File: src/rtl/hslm_pkg.sv
// ----------------------------------------------------------------------------
// hslm_pkg
// Shared types and constants of the heater stability and limit monitor.
// ----------------------------------------------------------------------------
package hslm_pkg;

    localparam int CHECK_PERIOD = 5;
    localparam int PHASE_W      = (CHECK_PERIOD > 1) ? $clog2(CHECK_PERIOD) : 1;

    localparam int TEMP_W   = 16;
    localparam int TOL_W    = 10;
    localparam int DWELL_W  = 16;
    localparam int OPT_W    = 2;
    localparam int CFG_IDX_W  = 3;
    localparam int CFG_DATA_W = 16;

    localparam int S_DATA_W = 40;
    localparam int M_DATA_W = 16;

    localparam logic [CFG_IDX_W-1:0] CFG_HIGH_LIMIT  = 3'd0;
    localparam logic [CFG_IDX_W-1:0] CFG_LOW_LIMIT   = 3'd1;
    localparam logic [CFG_IDX_W-1:0] CFG_TOLERANCE   = 3'd2;
    localparam logic [CFG_IDX_W-1:0] CFG_STABLE_TIME = 3'd3;
    localparam logic [CFG_IDX_W-1:0] CFG_MON_OPTION  = 3'd4;

    localparam logic signed [TEMP_W-1:0] HIGH_LIMIT_RST  = 16'sd16000;
    localparam logic signed [TEMP_W-1:0] LOW_LIMIT_RST   = 16'sd0;
    localparam logic [TOL_W-1:0]         TOLERANCE_RST   = 10'd5;
    localparam logic [DWELL_W-1:0]       STABLE_TIME_RST = 16'd0;

    localparam logic [OPT_W-1:0] OPT_IGNORE  = 2'd0;
    localparam logic [OPT_W-1:0] OPT_WARNING = 2'd1;
    localparam logic [OPT_W-1:0] OPT_DISABLE = 2'd2;
    localparam logic [OPT_W-1:0] OPT_ABORT   = 2'd3;

    localparam logic [1:0] STATUS_STABLE   = 2'd0;
    localparam logic [1:0] STATUS_UNSTABLE = 2'd1;
    localparam logic [1:0] STATUS_MOVING   = 2'd2;

    localparam logic [1:0] LIM_NONE = 2'd0;
    localparam logic [1:0] LIM_HIGH = 2'd1;
    localparam logic [1:0] LIM_LOW  = 2'd2;

    typedef enum logic [2:0] {
        ST_STABLE   = 3'b001,
        ST_UNSTABLE = 3'b010,
        ST_MOVING   = 3'b100
    } status_t;

endpackage

File: src/rtl/heater_stability_and_limit_monitor_top.sv
// ----------------------------------------------------------------------------
// heater_stability_and_limit_monitor_top
// Tracks heater settling on its setpoint and runs periodic fault checks.
// ----------------------------------------------------------------------------
// One word per one-second tick enters on the s_ side and gives exactly one
// result word on the m_ side. The block accepts a word in every clock cycle
// while the result side keeps taking words. Each word first sits in the
// input register, where the compare and counter logic works on it, and then
// lands in the result register, from which its result is offered. While a
// result word waits, one more word can wait in the input register before
// s_tready drops. Every CHECK_PERIOD-th word, starting with the first after
// reset, also carries the hardware error and temperature limit check. The
// user must write configuration through cfg_wr_en, cfg_addr and cfg_wdata
// only while no word is in flight; the block itself does not enforce this.
module heater_stability_and_limit_monitor_top (
    input  logic                              aclk,
    input  logic                              aresetn,
    input  logic                              cfg_wr_en,
    input  logic [hslm_pkg::CFG_IDX_W-1:0]    cfg_addr,
    input  logic [hslm_pkg::CFG_DATA_W-1:0]   cfg_wdata,
    input  logic                              s_tvalid,
    output logic                              s_tready,
    // temp_reading[15:0], temp_setpoint[31:16], hw_error_one[32],
    // hw_error_two[33], enter_moving[34], zero fill[39:35]
    input  logic [hslm_pkg::S_DATA_W-1:0]     s_tdata,
    output logic                              m_tvalid,
    input  logic                              m_tready,
    // stable_status[1:0], check_done[2], hw_fault[3], limit_fault[5:4],
    // alarm_raised[6], chamber_disable[7], abort_interlock[8], zero fill[15:9]
    output logic [hslm_pkg::M_DATA_W-1:0]     m_tdata
);
    import hslm_pkg::*;

    logic signed [TEMP_W-1:0] high_limit_reg;
    logic signed [TEMP_W-1:0] low_limit_reg;
    logic [TOL_W-1:0]         tolerance_reg;
    logic [DWELL_W-1:0]       stable_time_reg;
    logic [OPT_W-1:0]         monitor_option_reg;

    logic                     in_valid_reg;
    logic signed [TEMP_W-1:0] reading_reg;
    logic signed [TEMP_W-1:0] setpoint_reg;
    logic                     err_one_reg;
    logic                     err_two_reg;
    logic                     moving_req_reg;

    status_t                  status_reg, status_next;
    logic [DWELL_W-1:0]       dwell_reg, dwell_next;
    logic [PHASE_W-1:0]       phase_reg, phase_next;

    logic                     out_valid_reg;
    logic [1:0]               out_status_reg, out_status_next;
    logic                     out_done_reg, out_done_next;
    logic                     out_hw_reg, out_hw_next;
    logic [1:0]               out_lim_reg, out_lim_next;
    logic                     out_alarm_reg, out_alarm_next;
    logic                     out_cdis_reg, out_cdis_next;
    logic                     out_abort_reg, out_abort_next;

    logic                     advance;
    logic signed [TEMP_W:0]   diff;
    logic [TEMP_W:0]          mag;
    logic [TEMP_W-4:0]        dev;
    logic                     outside;
    logic [DWELL_W-1:0]       dwell_inc;
    status_t                  status_pre;
    logic                     fault;

    assign advance  = in_valid_reg && (!out_valid_reg || m_tready);
    assign s_tready = !in_valid_reg || advance;

    always_ff @(posedge aclk) begin
        if (!aresetn) begin
            high_limit_reg     <= HIGH_LIMIT_RST;
            low_limit_reg      <= LOW_LIMIT_RST;
            tolerance_reg      <= TOLERANCE_RST;
            stable_time_reg    <= STABLE_TIME_RST;
            monitor_option_reg <= OPT_IGNORE;
        end else if (cfg_wr_en) begin
            case (cfg_addr)
                CFG_HIGH_LIMIT:  high_limit_reg     <= cfg_wdata;
                CFG_LOW_LIMIT:   low_limit_reg      <= cfg_wdata;
                CFG_TOLERANCE:   tolerance_reg      <= cfg_wdata[TOL_W-1:0];
                CFG_STABLE_TIME: stable_time_reg    <= cfg_wdata;
                CFG_MON_OPTION:  monitor_option_reg <= cfg_wdata[OPT_W-1:0];
                default: begin
                end
            endcase
        end
    end

    always_ff @(posedge aclk) begin
        if (!aresetn) begin
            in_valid_reg <= 1'b0;
        end else if (s_tready) begin
            in_valid_reg <= s_tvalid;
        end
    end

    always_ff @(posedge aclk) begin
        if (s_tready && s_tvalid) begin
            reading_reg    <= s_tdata[15:0];
            setpoint_reg   <= s_tdata[31:16];
            err_one_reg    <= s_tdata[32];
            err_two_reg    <= s_tdata[33];
            moving_req_reg <= s_tdata[34];
        end
    end

    always_comb begin
        diff    = {setpoint_reg[TEMP_W-1], setpoint_reg} - {reading_reg[TEMP_W-1], reading_reg};
        mag     = diff[TEMP_W] ? (~diff + 1'b1) : diff;
        dev     = mag[TEMP_W:4];
        outside = dev > {3'b000, tolerance_reg};

        dwell_inc  = (dwell_reg != '1) ? dwell_reg + 1'b1 : dwell_reg;
        status_pre = moving_req_reg ? ST_MOVING : status_reg;

        status_next = status_pre;
        dwell_next  = dwell_inc;
        case (status_pre)
            ST_STABLE: begin
                if (outside) begin
                    status_next = ST_UNSTABLE;
                    dwell_next  = '0;
                end
            end
            ST_UNSTABLE: begin
                if (outside) begin
                    dwell_next = '0;
                end else if (dwell_inc >= stable_time_reg) begin
                    status_next = ST_STABLE;
                end
            end
            default: begin
                if (!outside) begin
                    status_next = ST_UNSTABLE;
                    dwell_next  = '0;
                end
            end
        endcase

        case (status_next)
            ST_STABLE:   out_status_next = STATUS_STABLE;
            ST_UNSTABLE: out_status_next = STATUS_UNSTABLE;
            default:     out_status_next = STATUS_MOVING;
        endcase

        phase_next = (phase_reg == PHASE_W'(CHECK_PERIOD - 1)) ? '0 : phase_reg + 1'b1;

        out_done_next  = (phase_reg == '0);
        out_hw_next    = 1'b0;
        out_lim_next   = LIM_NONE;
        out_alarm_next = 1'b0;
        out_cdis_next  = 1'b0;
        out_abort_next = 1'b0;
        fault          = 1'b0;
        if (out_done_next) begin
            out_hw_next = err_one_reg | err_two_reg;
            if (reading_reg > high_limit_reg) begin
                out_lim_next = LIM_HIGH;
            end else if (reading_reg < low_limit_reg) begin
                out_lim_next = LIM_LOW;
            end
            fault          = out_hw_next || (out_lim_next != LIM_NONE);
            out_alarm_next = fault && (monitor_option_reg != OPT_IGNORE);
            out_cdis_next  = fault && (monitor_option_reg == OPT_DISABLE);
            out_abort_next = fault && (monitor_option_reg == OPT_ABORT);
        end
    end

    always_ff @(posedge aclk) begin
        if (!aresetn) begin
            status_reg    <= ST_STABLE;
            dwell_reg     <= '0;
            phase_reg     <= '0;
            out_valid_reg <= 1'b0;
        end else begin
            if (advance) begin
                status_reg <= status_next;
                dwell_reg  <= dwell_next;
                phase_reg  <= phase_next;
            end
            if (advance) begin
                out_valid_reg <= 1'b1;
            end else if (m_tready) begin
                out_valid_reg <= 1'b0;
            end
        end
    end

    always_ff @(posedge aclk) begin
        if (advance) begin
            out_status_reg <= out_status_next;
            out_done_reg   <= out_done_next;
            out_hw_reg     <= out_hw_next;
            out_lim_reg    <= out_lim_next;
            out_alarm_reg  <= out_alarm_next;
            out_cdis_reg   <= out_cdis_next;
            out_abort_reg  <= out_abort_next;
        end
    end

    assign m_tvalid = out_valid_reg;
    assign m_tdata  = {7'b0000000, out_abort_reg, out_cdis_reg, out_alarm_reg,
                       out_lim_reg, out_hw_reg, out_done_reg, out_status_reg};

endmodule

File: config.mk
export PLATFORM = sky130hd
export DESIGN_NAME = heater_stability_and_limit_monitor_top
export DESIGN_NICKNAME = d
export VERILOG_FILES = /design/src/rtl/hslm_pkg.sv /design/src/rtl/heater_stability_and_limit_monitor_top.sv
export SDC_FILE = /design/constraint.sdc
export NUM_CORES = 1
export LEC_CHECK = 0
export BUFFER_PORTS_ARGS = -buffer_cell sky130_fd_sc_hd__buf_4
export CORE_ASPECT_RATIO = 1.5
export CORE_UTILIZATION = 60
export CTS_BUF_LIST = sky130_fd_sc_hd__clkbuf_8
export CTS_CLUSTER_DIAMETER = 150
export DETAILED_ROUTE_END_ITERATION = 8
export GPL_TIMING_DRIVEN = 0
export PLACE_DENSITY_LB_ADDON = 0.3
export SETUP_SLACK_MARGIN = 0.05
export SLEW_MARGIN = 30
export SYNTH_ARGS = -nofsm -noshare
export SYNTH_HDL_FRONTEND = slang
export SYNTH_SLANG_ARGS = --single-unit
File: constraint.sdc
create_clock -name aclk -period 8.8 [get_ports aclk]
set_input_delay 0.44 -clock aclk [delete_from_list [all_inputs] [get_ports aclk]]
set_output_delay 0.44 -clock aclk [all_outputs]
set_load 0.03 [all_outputs]
## After elaboration in Yosys (flattened, before gate mapping)

Index checks and enable logic that the tools add are counted.

| word-level totals | value |
|---|---|
| register bits after elaboration | 128 |
| input port bits | 64 |
| logic and storage cells | 83 |

| cells by class | value |
|---|---|
| add/sub/neg operators | 4 |
| $lt $le $gt $ge | 4 |
| eq/ne operators | 12 |
| mux-type cells | 18 |
| bitwise gates (word level) | 2 |
| reduce and logical (&&, ||, !) cells | 21 |

Operator list:

| operator | count |
|---|---|
| $mux 16 | 4 |
| $mux 3 | 6 |
| $add 17x1->17 const B | 1 |
| $mux 17 | 1 |
| $not 17->17 | 1 |
| $sub 16x16->17 | 1 |
| $add 16x1->16 const B | 1 |
| $ge 16x16->1 | 1 |
| $gt 16x16->1 | 1 |
| $lt 16x16->1 | 1 |
| $ne 16x16->1 const B | 1 |
| $gt 13x10->1 | 1 |
| $eq 3x2->1 const B | 4 |
| $reduce_and 2->1 | 5 |
| $eq 3x1->1 const B | 3 |
| $eq 3x3->1 const B | 2 |
| $logic_not 3->1 | 2 |
| $mux 2 | 3 |
| $pmux 3 s2 | 1 |
| $reduce_bool 2->1 | 3 |
| $logic_and 1x1->1 | 5 |
| $eq 2x2->1 const B | 2 |
| $pmux 2 s2 | 1 |
| $add 3x1->3 const B | 1 |
| 5 further kinds | 9 |

## Depth between registers and ports, before layout

Gate-level depths: netlist of the first run.

| logic depth | value |
|---|---|
| word-level depth | 9 |
| mapped depth | 22 |
| mapped depth without buffers | 22 |

## Worst setup path after synthesis of the first run

OpenSTA, ideal clock, no wires.

| timing | value |
|---|---|
| kind | register -> register |
| from | register reading_reg[0] |
| to | register dwell_reg[0] |
| setup time | 145 ps |
| data arrival time | 4928 ps |
| slack | 3727 ps |
| cell stages (with the launch flop) | 20 |
| buffers on the path | 0 |
| clock period less this slack | 5073 ps |
| cell sequence | edfxtp_1 -> ha_1 -> fa_1 -> nor2b_1 -> o31a_1 -> xnor2_1 -> o211ai_1 -> or2_2 -> or4_1 -> o31ai_1 -> xnor2_1 -> ha_1 -> a21o_1 -> a21oi_1 -> nand2_1 -> o21a_1 -> nor4_1 -> a221oi_4 -> mux2i_1 -> nor3b_1 |

| between the ends | value |
|---|---|
| word-level cells in the longest chain between the ends | 7 |
| elaborated cells on any way between the ends | 8 |
| those cells by class | 2 x add/sub; 1 x order compare; 4 x mux; 1 x bitwise |

RTL lines:

| item | RTL line | RTL |
|---|---|---|
| start, declared | heater_stability_and_limit_monitor_top.sv:41 | `logic signed [TEMP_W-1:0] reading_reg;` |
| start signal, assigned | heater_stability_and_limit_monitor_top.sv:102 | `reading_reg <= s_tdata[15:0];` |
| $sub 16x16->17 (*) | heater_stability_and_limit_monitor_top.sv:111 | `diff = {setpoint_reg[TEMP_W-1], setpoint_reg} - {reading_reg[TEMP_W-1], reading_reg};` |
| $not 17->17 | heater_stability_and_limit_monitor_top.sv:112 | `mag = diff[TEMP_W] ? (~diff + 1'b1) : diff;` |
| $add 17x1->17 | heater_stability_and_limit_monitor_top.sv:112 |  |
| $mux 17 (*) | heater_stability_and_limit_monitor_top.sv:112 |  |
| $gt 13x10->1 (*) | heater_stability_and_limit_monitor_top.sv:114 | `outside = dev > {3'b000, tolerance_reg};` |
| $mux 16, on equally long branches | heater_stability_and_limit_monitor_top.sv:136, heater_stability_and_limit_monitor_top.sv:123, heater_stability_and_limit_monitor_top.sv:129 |  |
| $mux 16 (*) | - |  |
| end signal, assigned | heater_stability_and_limit_monitor_top.sv:181 | `dwell_reg <= dwell_next;` |
| end, declared | heater_stability_and_limit_monitor_top.sv:48 | `logic [DWELL_W-1:0] dwell_reg, dwell_next;` |

Every way passes the cells marked *; elsewhere a longest branch is shown, timed or not.
A chain may end at the register's enable or synchronous reset.

## Final worst setup path of the first run

| timing | value |
|---|---|
| from | register reading_reg[0] |
| to | register dwell_reg[11] |

Same word-level chain as after synthesis.

==> qor.csv, run 1 <==
metric,value,unit
chip height,142,µm
CTS Hold Bufs,0,
Tcrit/Tclk final,66.5,%
area of the multi-input gates,0.00434,mm²
setup tns final,0,ns
root buffer cell,clkbuf_8,
RSZ-0062 raised after global routing,false,
IO Port Bufs,69,
TritonRoute pass-1 iters,5,
flop and latch count out of synthesis,128,
Setup CP Type,reg2reg,
routed len/inst,16.1,µm
Post-CTS Setup Bufs,0,
Final Max Slew Viols,0,
Layout area overhead,15.1,%
Post-DP HPWL,14100,µm
first-pass GRT wire length,30100,µm
H-tree level count,4,
Worst EP required,9.09,ns
"worst slack, placed",3.00,ns
Post-Route WL,18800,µm
Synth Warn #,0,
Max-Cap Viols,0,
Max Fclk,0.171,GHz
overall routing resource usage,29.0,%
status,"finished, final reports clean",
Final Hold Fails,0,
largest net degree at the start of global routing,27,
syn avg cell area,8.72,µm²
ys flop type,dfxtp_1,
clock skew,0.0158,ns
non-filler cells in the finished layout,1164,
Rows,50,
initial antenna violation count,0,
Sink Count,128,
drt first-iter violations,266,
# fillers,983,
VDD IR max,0.101,mV
ys async rst share,0,%
HP Class,in2reg,
Max Root-Sink Buffers,2,
die width,95.4,µm
Core Box Area,0.0126,mm²
"Seq/Total Area, Yosys",38.3,%
layout cells sized above 1,12.9,%
TritonCTS clock tree,built,
post-synth cell types,67,
Initial Util,62.1,%
Placed Cells,1132,
Via density,5.69,
Residual DRC,0,
Final min period,5.85,ns
Worst slew margin,36.8,%
GP Congestion,0.893,
Post-Syn Instances,900,
Clock Pin Slew Worst Setup and Hold Paths,0.09,ns
final critical-path setup slack,2.95,ns
Critical Path End Type,flip-flop,
worst path arrival time,6.14,ns
ANT cells,0,
CP Max Fanout,9,
Worst setup SP type,flip-flop,
die area,0.0136,mm²
number of synthesized flops with an enable pin,44,
grt total ovfl,0,
# nets final,1136,
pwr/cell area,169,mW/mm²
leakage,0.00363,µW
CTS resizes,0,
Antenna Nets Post-Route,0,
measured slew at the worst slew-check pin,0.937,ns
clk_lat worst skew,0.45,ns
# setup viols final,0,
vias in the first global route,6677,
io pins,82,
register area,0.00300,mm²
TritonCTS buffer count,17,
total number of vias,6628,
Netlist Area Pre-Place,0.00785,mm²
## path summary, 6_finish.rpt
kind                      start                 end  slack [ns]  depth (start not counted)
min reg2reg  stable_time_reg[3]  stable_time_reg[3]        0.46                          2
max              reading_reg[0]       dwell_reg[11]        2.95                         19
min                 s_tdata[33]         err_two_reg        0.16                          1
max reg2reg      reading_reg[0]       dwell_reg[11]        2.95                         19
## cells by family after synthesis
family | share of synthesized area (%)
fa+ha+maj | 12.4
simple gates | 19.9
flops | 38.3
other cells | 0.0478
xor+xnor | 4.23
mux | 1.47
buf+inv | 6.74
compound gates | 16.9
## area by class of cell
cell class	instances	share of cell area [%]
buffer	42	2.24
sequential	128	33.2
clock buffer	17	2.59
timing repair buffer	70	5.95
clock inverter	15	2.19
multi-input combinational	649	48.0
tap	156	2.16
inverter	87	3.61
## per-stage QoR
| stage | utilization [%] | total power, µW | instance area, µm² | hold slack [ns] |
|---|---|---|---|---|
| 4_1_cts | 71.5 | 1520 | 9040 | 0.146 |
| 5_1_grt | 71.5 | 1590 | 9040 | 0.138 |
| 3_5_place_dp | 68.1 | 976 | 8600 | 0.458 |
| 6_report | 71.5 | 1520 | 9040 | 0.156 |
| 2_1_floorplan | - | 884 | 7870 | 0.443 |
| 3_3_place_gp | 67.9 | 967 | 8580 | 0.451 |
## metal layers
layer / track usage [%] / routed length [µm] / vias to the layer above
met5: 0 / 0 / -
met4: 16.4 / 861 / 0
met3: 5.56 / 690 / 60
met2: 54.9 / 10200 / 155
met1: 28.4 / 7040 / 3125
li1: - / - / 3288
## synth_stat cells, drive strengths merged, types with 3 or more instances
| cell | count | area [µm²] |
|---|---|---|
| a211o | 3 | 26.3 |
| a211oi | 4 | 30.0 |
| a21boi | 52 | 390 |
| a21o | 22 | 173 |
| a21oi | 27 | 150 |
| a31oi | 3 | 18.8 |
| and2 | 10 | 62.6 |
| and3 | 5 | 31.3 |
| buf | 14 | 97.6 |
| clkbuf | 28 | 105 |
| dfxtp | 84 | 1680 |
| edfxtp | 44 | 1320 |
| ha | 76 | 951 |
| inv | 87 | 327 |
| mux2 | 4 | 45.0 |
| mux2i | 7 | 70.1 |
| nand2 | 162 | 608 |
| nand2b | 5 | 31.3 |
| nand3 | 26 | 130 |
| nand4 | 15 | 93.8 |
| nor2 | 41 | 154 |
| nor2b | 17 | 106 |
| nor3 | 17 | 85.1 |
| nor3b | 13 | 103 |
| nor4 | 4 | 25.0 |
| o211ai | 10 | 75.1 |
| o21a | 11 | 82.6 |
| o21ai | 25 | 125 |
| o311ai | 3 | 26.3 |
| o31a | 3 | 26.3 |
| or2 | 6 | 37.5 |
| or3 | 3 | 18.8 |
| xnor2 | 25 | 219 |
| xor2 | 12 | 113 |
## where the power goes
group | switching, µW | total, µW | leakage (µW) | internal (µW)
clock network | 249 | 557 | 0.000210 | 307
registers | 15.6 | 651 | 0.00111 | 636
logic | 180 | 317 | 0.00231 | 136
total | 445 | 1520 | 0.00363 | 1080
## critical path: stages (launching register included)
cell and delay [ns]:
edfxtp_1 0.44, ha_1 0.25, fa_1 0.41, xor2_1 0.22, nand4b_1 0.12, mux2i_1 0.27
o211ai_1 0.19, or2_2 0.33, or4_1 0.56, o31ai_1 0.32, xnor2_1 0.16, ha_1 0.26
a21o_1 0.16, a21oi_1 0.20, nand2_1 0.07, o21a_1 0.20, nor4_1 0.48, a221oi_4 0.23
mux2i_1 0.69, nor3b_1 0.13
## placed cells by master (no fill, tap or decap), types with 5 or more instances in the layout
| cell type | n |
|---|---|
| nand2_1 | 162 |
| inv_1 | 89 |
| dfxtp_1 | 84 |
| buf_4 | 81 |
| ha_1 | 76 |
| a21boi_0 | 52 |
| edfxtp_1 | 44 |
| nor2_1 | 41 |
| clkbuf_1 | 28 |
| nand3_1 | 26 |
| xnor2_1 | 25 |
| a21oi_1 | 25 |
| o21ai_0 | 25 |
| a21o_1 | 21 |
| nor2b_1 | 17 |
| nor3_1 | 17 |
| clkbuf_8 | 17 |
| nand4_1 | 15 |
| nor3b_1 | 12 |
| xor2_1 | 11 |
| o21a_1 | 11 |
| o211ai_1 | 10 |
| and2_1 | 8 |
| mux2i_1 | 7 |
| conb_1 | 7 |
| nand2b_1 | 5 |
| and3_1 | 5 |
| or2_2 | 5 |
Note: power is estimated with default switching activity, not from simulation.
==> run 2: changes to the inputs <==
clock period = 5.65 ns   (was 8.8 ns; I/O delays follow)
==> run 2 against run 1 <==
Effect of this change: hold slack got worse by 0.15 ns; count of clock-buffer cells in the layout did not move; wire length rose by 4.0%; utilization up 3.0 points; sequential power rose by 55%; critical path type unchanged.
==> qor.csv, run 2 (synthesized netlist as in run 1, its figures left out) <==
metric,value,unit
Final Max Slew Viols,0,
largest net degree at the start of global routing,27,
status,"finished, final reports clean",
initial antenna violation count,0,
TritonRoute pass-1 iters,5,
CP Max Fanout,6,
uppermost layer routed,met4,
Worst slew margin,28.3,%
routed len/inst,16.3,µm
TritonCTS buffer count,17,
GP Congestion,0.893,
Layout area overhead,20.0,%
Psw,722,µW
drt first-iter violations,266,
layout cells sized above 1,14.1,%
Post-DP HPWL,14100,µm
final critical-path setup slack,0.316,ns
# nets final,1167,
Clock Pin Slew Worst Setup and Hold Paths,0.09,ns
Flop pwr share,41.5,%
total number of vias,6805,
Max-Cap Viols,0,
Initial Util,62.1,%
H-tree level count,4,
grt total ovfl,0,
Worst setup SP type,flip-flop,
clk_lat worst skew,0.45,ns
internal power,1720,µW
chip height,142,µm
Final min period,5.33,ns
# setup viols final,0,
first-pass GRT wire length,30400,µm
sw frac,29.5,%
measured slew at the worst slew-check pin,1.06,ns
Final Hold Fails,0,
VDD IR max,0.188,mV
Sink Count,128,
Critical Path End Type,flip-flop,
Core Box Area,0.0126,mm²
Post-Route WL,19500,µm
wl on met1,7230,µm
clock skew,0.0127,ns
ANT cells,0,
FF-to-FF setup slack,0.32,ns
die width,95.4,µm
vias in the first global route,6763,
Clk pwr share,35.6,%
Setup CP Type,reg2reg,
"commonest non-fill, non-tap cell in the layout",nand2_1,
TritonCTS clock tree,built,
overall routing resource usage,29.3,%
leakage,0.00377,µW
Rows,50,
Final Util,74.5,%
Tcrit/Tclk final,94.4,%
WL met2,10400,µm
Worst EP required,5.91,ns
met3 wire len,872,µm
Gate power share,22.9,%
# fillers,918,
most frequent cells in the layout,"nand2_1 (162), inv_1 (89), buf_4 (87)",
io pins,82,
root buffer cell,clkbuf_8,
HP Class,in2reg,
IO Port Bufs,69,
RSZ-0062 raised after global routing,false,
die area,0.0136,mm²
Via density,5.69,
worst path arrival time,5.60,ns
total power,2440,µW
area of the multi-input gates,0.00442,mm²
register area,0.00300,mm²
pwr/cell area,259,mW/mm²
Antenna Nets Post-Route,0,
Max Root-Sink Buffers,2,
Max Fclk,0.187,GHz
Residual DRC,0,
"worst slack, placed",-0.152,ns
[run 2: cell count changes in the layout (fill, tap and decap cells not counted), sizes merged]
cell	change
dlygate4sd3	+24
buf	+7
[run 2: worst paths after layout]
path	end	startpoint	cells after the start
worst max-delay path	out_status_reg[0]	reading_reg[4]	20
worst min register to register	stable_time_reg[3]	stable_time_reg[3]	2
worst max register to register	out_status_reg[0]	reading_reg[4]	20
worst min-delay path	setpoint_reg[2]	s_tdata[18]	1
[run 2: timing repair]
item                       CTS  global route
hold endpoints to repair    17             7
pin swaps                    1             2
setup endpoints to repair   10            19
setup buffers                3             4
gates resized for setup      2            12
hold buffers                17             7
[run 2: stage by stage]
stage                     std cells  setup TNS (ns)  area [µm²]  hold slack (ns)
after detailed placement       1132           -1.26        8600            0.458
after floorplan                 906               0        7870            0.381
final                          1195               0        9420          0.00524
after CTS                      1184               0        9240        0.0000110
after global routing           1195               0        9420        -0.000911
after global placement         1131          -0.417        8580            0.451
[run 2: power by group through the flow]
stage / Combinational [µW] / Sequential [µW] / Clock [µW]
after floorplan: 344 / 1030 / 0
after global placement: 472 / 1030 / 0
after detailed placement: 484 / 1040 / 0
after CTS: 516 / 1010 / 867
after global routing: 613 / 1020 / 909
final: 559 / 1010 / 871
[run 2: final cells by class]
| class | count | share of cell area (%) |
|---|---|---|
| plain buffers | 42 | 2.15 |
| repair buffers | 101 | 8.95 |
| multi-input cells | 649 | 46.9 |
| inverters | 87 | 3.47 |
| well taps | 156 | 2.07 |
| clock buffers | 17 | 2.48 |
| clock inverters | 15 | 2.10 |
| flip-flops and latches | 128 | 31.9 |
[run 2: metal layers]
layer / GRT usage [%] / vias to the layer above
met2: 55.6 / 211
met3: 5.45 / 74
met4: 16.3 / 0
met5: 0 / -
li1: - / 3345
met1: 28.8 / 3175
[run 2: critical path: stages, from the launching register on]
cell and delay, ns:
edfxtp_1 0.43, inv_1 0.07, ha_1 0.44, o211a_1 0.21, o21ai_0 0.21, a21boi_1 0.25, o211ai_1 0.17, or2_2 0.33
or4_1 0.57, o31ai_2 0.27, xnor2_1 0.16, ha_1 0.26, a21o_1 0.16, a21oi_1 0.20, nand2_1 0.07, o21a_1 0.23
nor4_4 0.32, a221oi_4 0.12, buf_12 0.16, mux2_2 0.26, a221oi_1 0.27
==> run 3: changes to the inputs <==
--- a/config.mk
+++ b/config.mk
@@ -8,5 +8,6 @@
 export BUFFER_PORTS_ARGS = -buffer_cell sky130_fd_sc_hd__buf_4
 export CORE_ASPECT_RATIO = 1.5
-export CORE_UTILIZATION = 60
+export CORE_MARGIN = 2
+export CORE_UTILIZATION = 45
 export CTS_BUF_LIST = sky130_fd_sc_hd__clkbuf_8
 export CTS_CLUSTER_DIAMETER = 150
==> constraint.sdc (replaced) <==
create_clock -name aclk -period 5.65 [get_ports aclk]
set_input_delay 0.565 -clock aclk [delete_from_list [all_inputs] [get_ports aclk]]
set_output_delay 0.565 -clock aclk [all_outputs]
set_load 0.03 [all_outputs]
==> run 3 against run 2 <==
Effect of this change: total power is 4.5% lower; sequential share of layout area increased by 0.79 points; first-iteration DRC count fell by 7.1%; non-clock buffer count decreased by 25; final cell count is 2.7% higher; largest cell class unchanged; highest routed layer unchanged.
==> qor.csv, run 3 (synthesized netlist as in run 1, its figures left out) <==
metric,value,unit
Via density,5.24,
VDD IR max,0.128,mV
Layout area overhead,17.1,%
IO Port Bufs,69,
Setup CP Type,reg2reg,
critical path endpoint,out_status_reg[0],
GP Congestion,0.848,
Tcrit/Tclk final,93.4,%
worst path arrival time,5.56,ns
Post-DP HPWL,14900,µm
chip height,166,µm
grt total ovfl,0,
"commonest non-fill, non-tap cell in the layout",nand2_1,
HP Class,in2reg,
Placed Cells,1189,
root buffer cell,clkbuf_8,
Worst Setup SP,reading_reg[5],
Initial Util,45.6,%
TritonRoute pass-1 iters,5,
clk_lat worst skew,0.45,ns
die width,112,µm
H-tree level count,4,
Critical Path End Type,flip-flop,
largest net degree at the start of global routing,29,
total number of vias,6431,
Worst setup SP type,flip-flop,
Final Hold Fails,0,
Worst R2R Start,reading_reg[5],
leakage,0.00364,µW
Final min period,5.28,ns
status,"finished, final reports clean",
Clock Pin Slew Worst Setup and Hold Paths,0.08,ns
die area,0.0185,mm²
# setup viols final,0,
non-filler cells in the finished layout,1227,
drt first-iter violations,247,
clock skew,0.0112,ns
Residual DRC,0,
overall routing resource usage,20.8,%
setup tns final,0,ns
FF-to-FF End,out_status_reg[0],
pwr/cell area,254,mW/mm²
Max-Cap Viols,0,
Worst EP required,5.93,ns
layout cells sized above 1,14.3,%
TritonCTS clock tree,built,
vias in the first global route,6468,
CTS Hold Bufs,0,
Post-Route WL,18800,µm
Sink Count,128,
io pins,82,
RSZ-0062 raised after global routing,true,
Antenna Nets Post-Route,0,
Final Max Slew Viols,0,
Worst slew margin,35.9,%
Max Root-Sink Buffers,2,
routed len/inst,15.3,µm
FF-to-FF setup slack,0.37,ns
Core Box Area,0.0172,mm²
TritonCTS buffer count,17,
first-pass GRT wire length,30600,µm
total power,2330,µW
min-delay src,s_tdata[32],
measured slew at the worst slew-check pin,0.961,ns
# nets final,1142,
Max Fclk,0.189,GHz
Rows,59,
initial antenna violation count,0,
ANT cells,0,
most frequent cells in the layout,"nand2_1 (162), inv_1 (87), buf_4 (86)",
CP Max Fanout,5,
R2R cell count,19,
==> run 3: changes by cell type in the layout (fill, tap and decap cells not counted), sizes merged <==
| cell | change |
|---|---|
| dlygate4sd3 | -24 |
| bufinv | -2 |
| clkinv | +2 |
| buf | -1 |
| clkbuf | +1 |
| clkinvlp | -1 |
==> run 3: area by class of cell <==
cell class	count	area, µm²
clock inverter	14	140
fill	1630	8010
clock buffer	18	248
buffer	42	203
tap	213	267
timing repair buffer	76	596
sequential	128	3000
inverter	87	327
multi-input combinational	649	4410
==> run 3: critical path, cell delays in order (launching register included) <==
cell and delay [ns]:
edfxtp_1 0.45, inv_1 0.07, ha_1 0.37, or2_2 0.33
o2111ai_2 0.14, a21oi_2 0.13, or3_1 0.38, a2111o_1 0.45
or4b_4 0.58, nand2_1 0.10, xor2_1 0.15, ha_1 0.27
nand3_1 0.12, nor3_1 0.07, a21oi_1 0.13, o21a_2 0.22
nor4_4 0.07, a221oi_4 0.45, mux2_2 0.40, a221oi_2 0.22
==> run 3: metal layers <==
layer	track usage, %	wire, µm	part of all wire, %	up-vias
li1	-	-	-	3295
met1	20.3	6970	37	2985
met2	41.0	10700	57	110
met3	4.05	561	3.0	41
met4	9.98	603	3.2	0
met5	0	0	0	-
==> run 3: what timing repair did <==
| action | 4_1_cts | 5_1_grt |
|---|---|---|
| setup buffers | 2 | 4 |
| endpoints found under the setup margin | 10 | 20 |
| pin swaps | 1 | 2 |
| resized for setup | 3 | 11 |
| cloned | 0 | 0 |
==> run 3: power breakdown <==
| part | switching, µW | internal, µW |
|---|---|---|
| clock network | 382 | 401 |
| logic | 297 | 238 |
| registers | 24.8 | 990 |
| total | 704 | 1630 |
==> run 3: worst min-delay path by stage <==
stage / endpoint / slack, ns / depth (start not counted)
3_5_place_dp: stable_time_reg[12] / 0.46 / 2
4_1_cts: err_two_reg / 0.26 / 1
2_1_floorplan: stable_time_reg[2] / 0.44 / 2
6_report: err_one_reg / 0.28 / 1
3_3_place_gp: low_limit_reg[5] / 0.45 / 2
5_1_grt: moving_req_reg / 0.26 / 1
==> run 3: through the flow <==
stage | hold slack (ns) | worst slack (ns) | utilization, % | instance area (µm²)
4_1_cts | 0.260 | 0.104 | 52.9 | 9100
3_3_place_gp | 0.451 | -0.195 | 50.3 | 8650
5_1_grt | 0.257 | 0.0399 | 53.4 | 9190
6_report | 0.285 | 0.370 | 53.4 | 9190
2_1_floorplan | 0.443 | 0.577 | - | 7870
3_5_place_dp | 0.458 | -0.281 | 50.4 | 8680
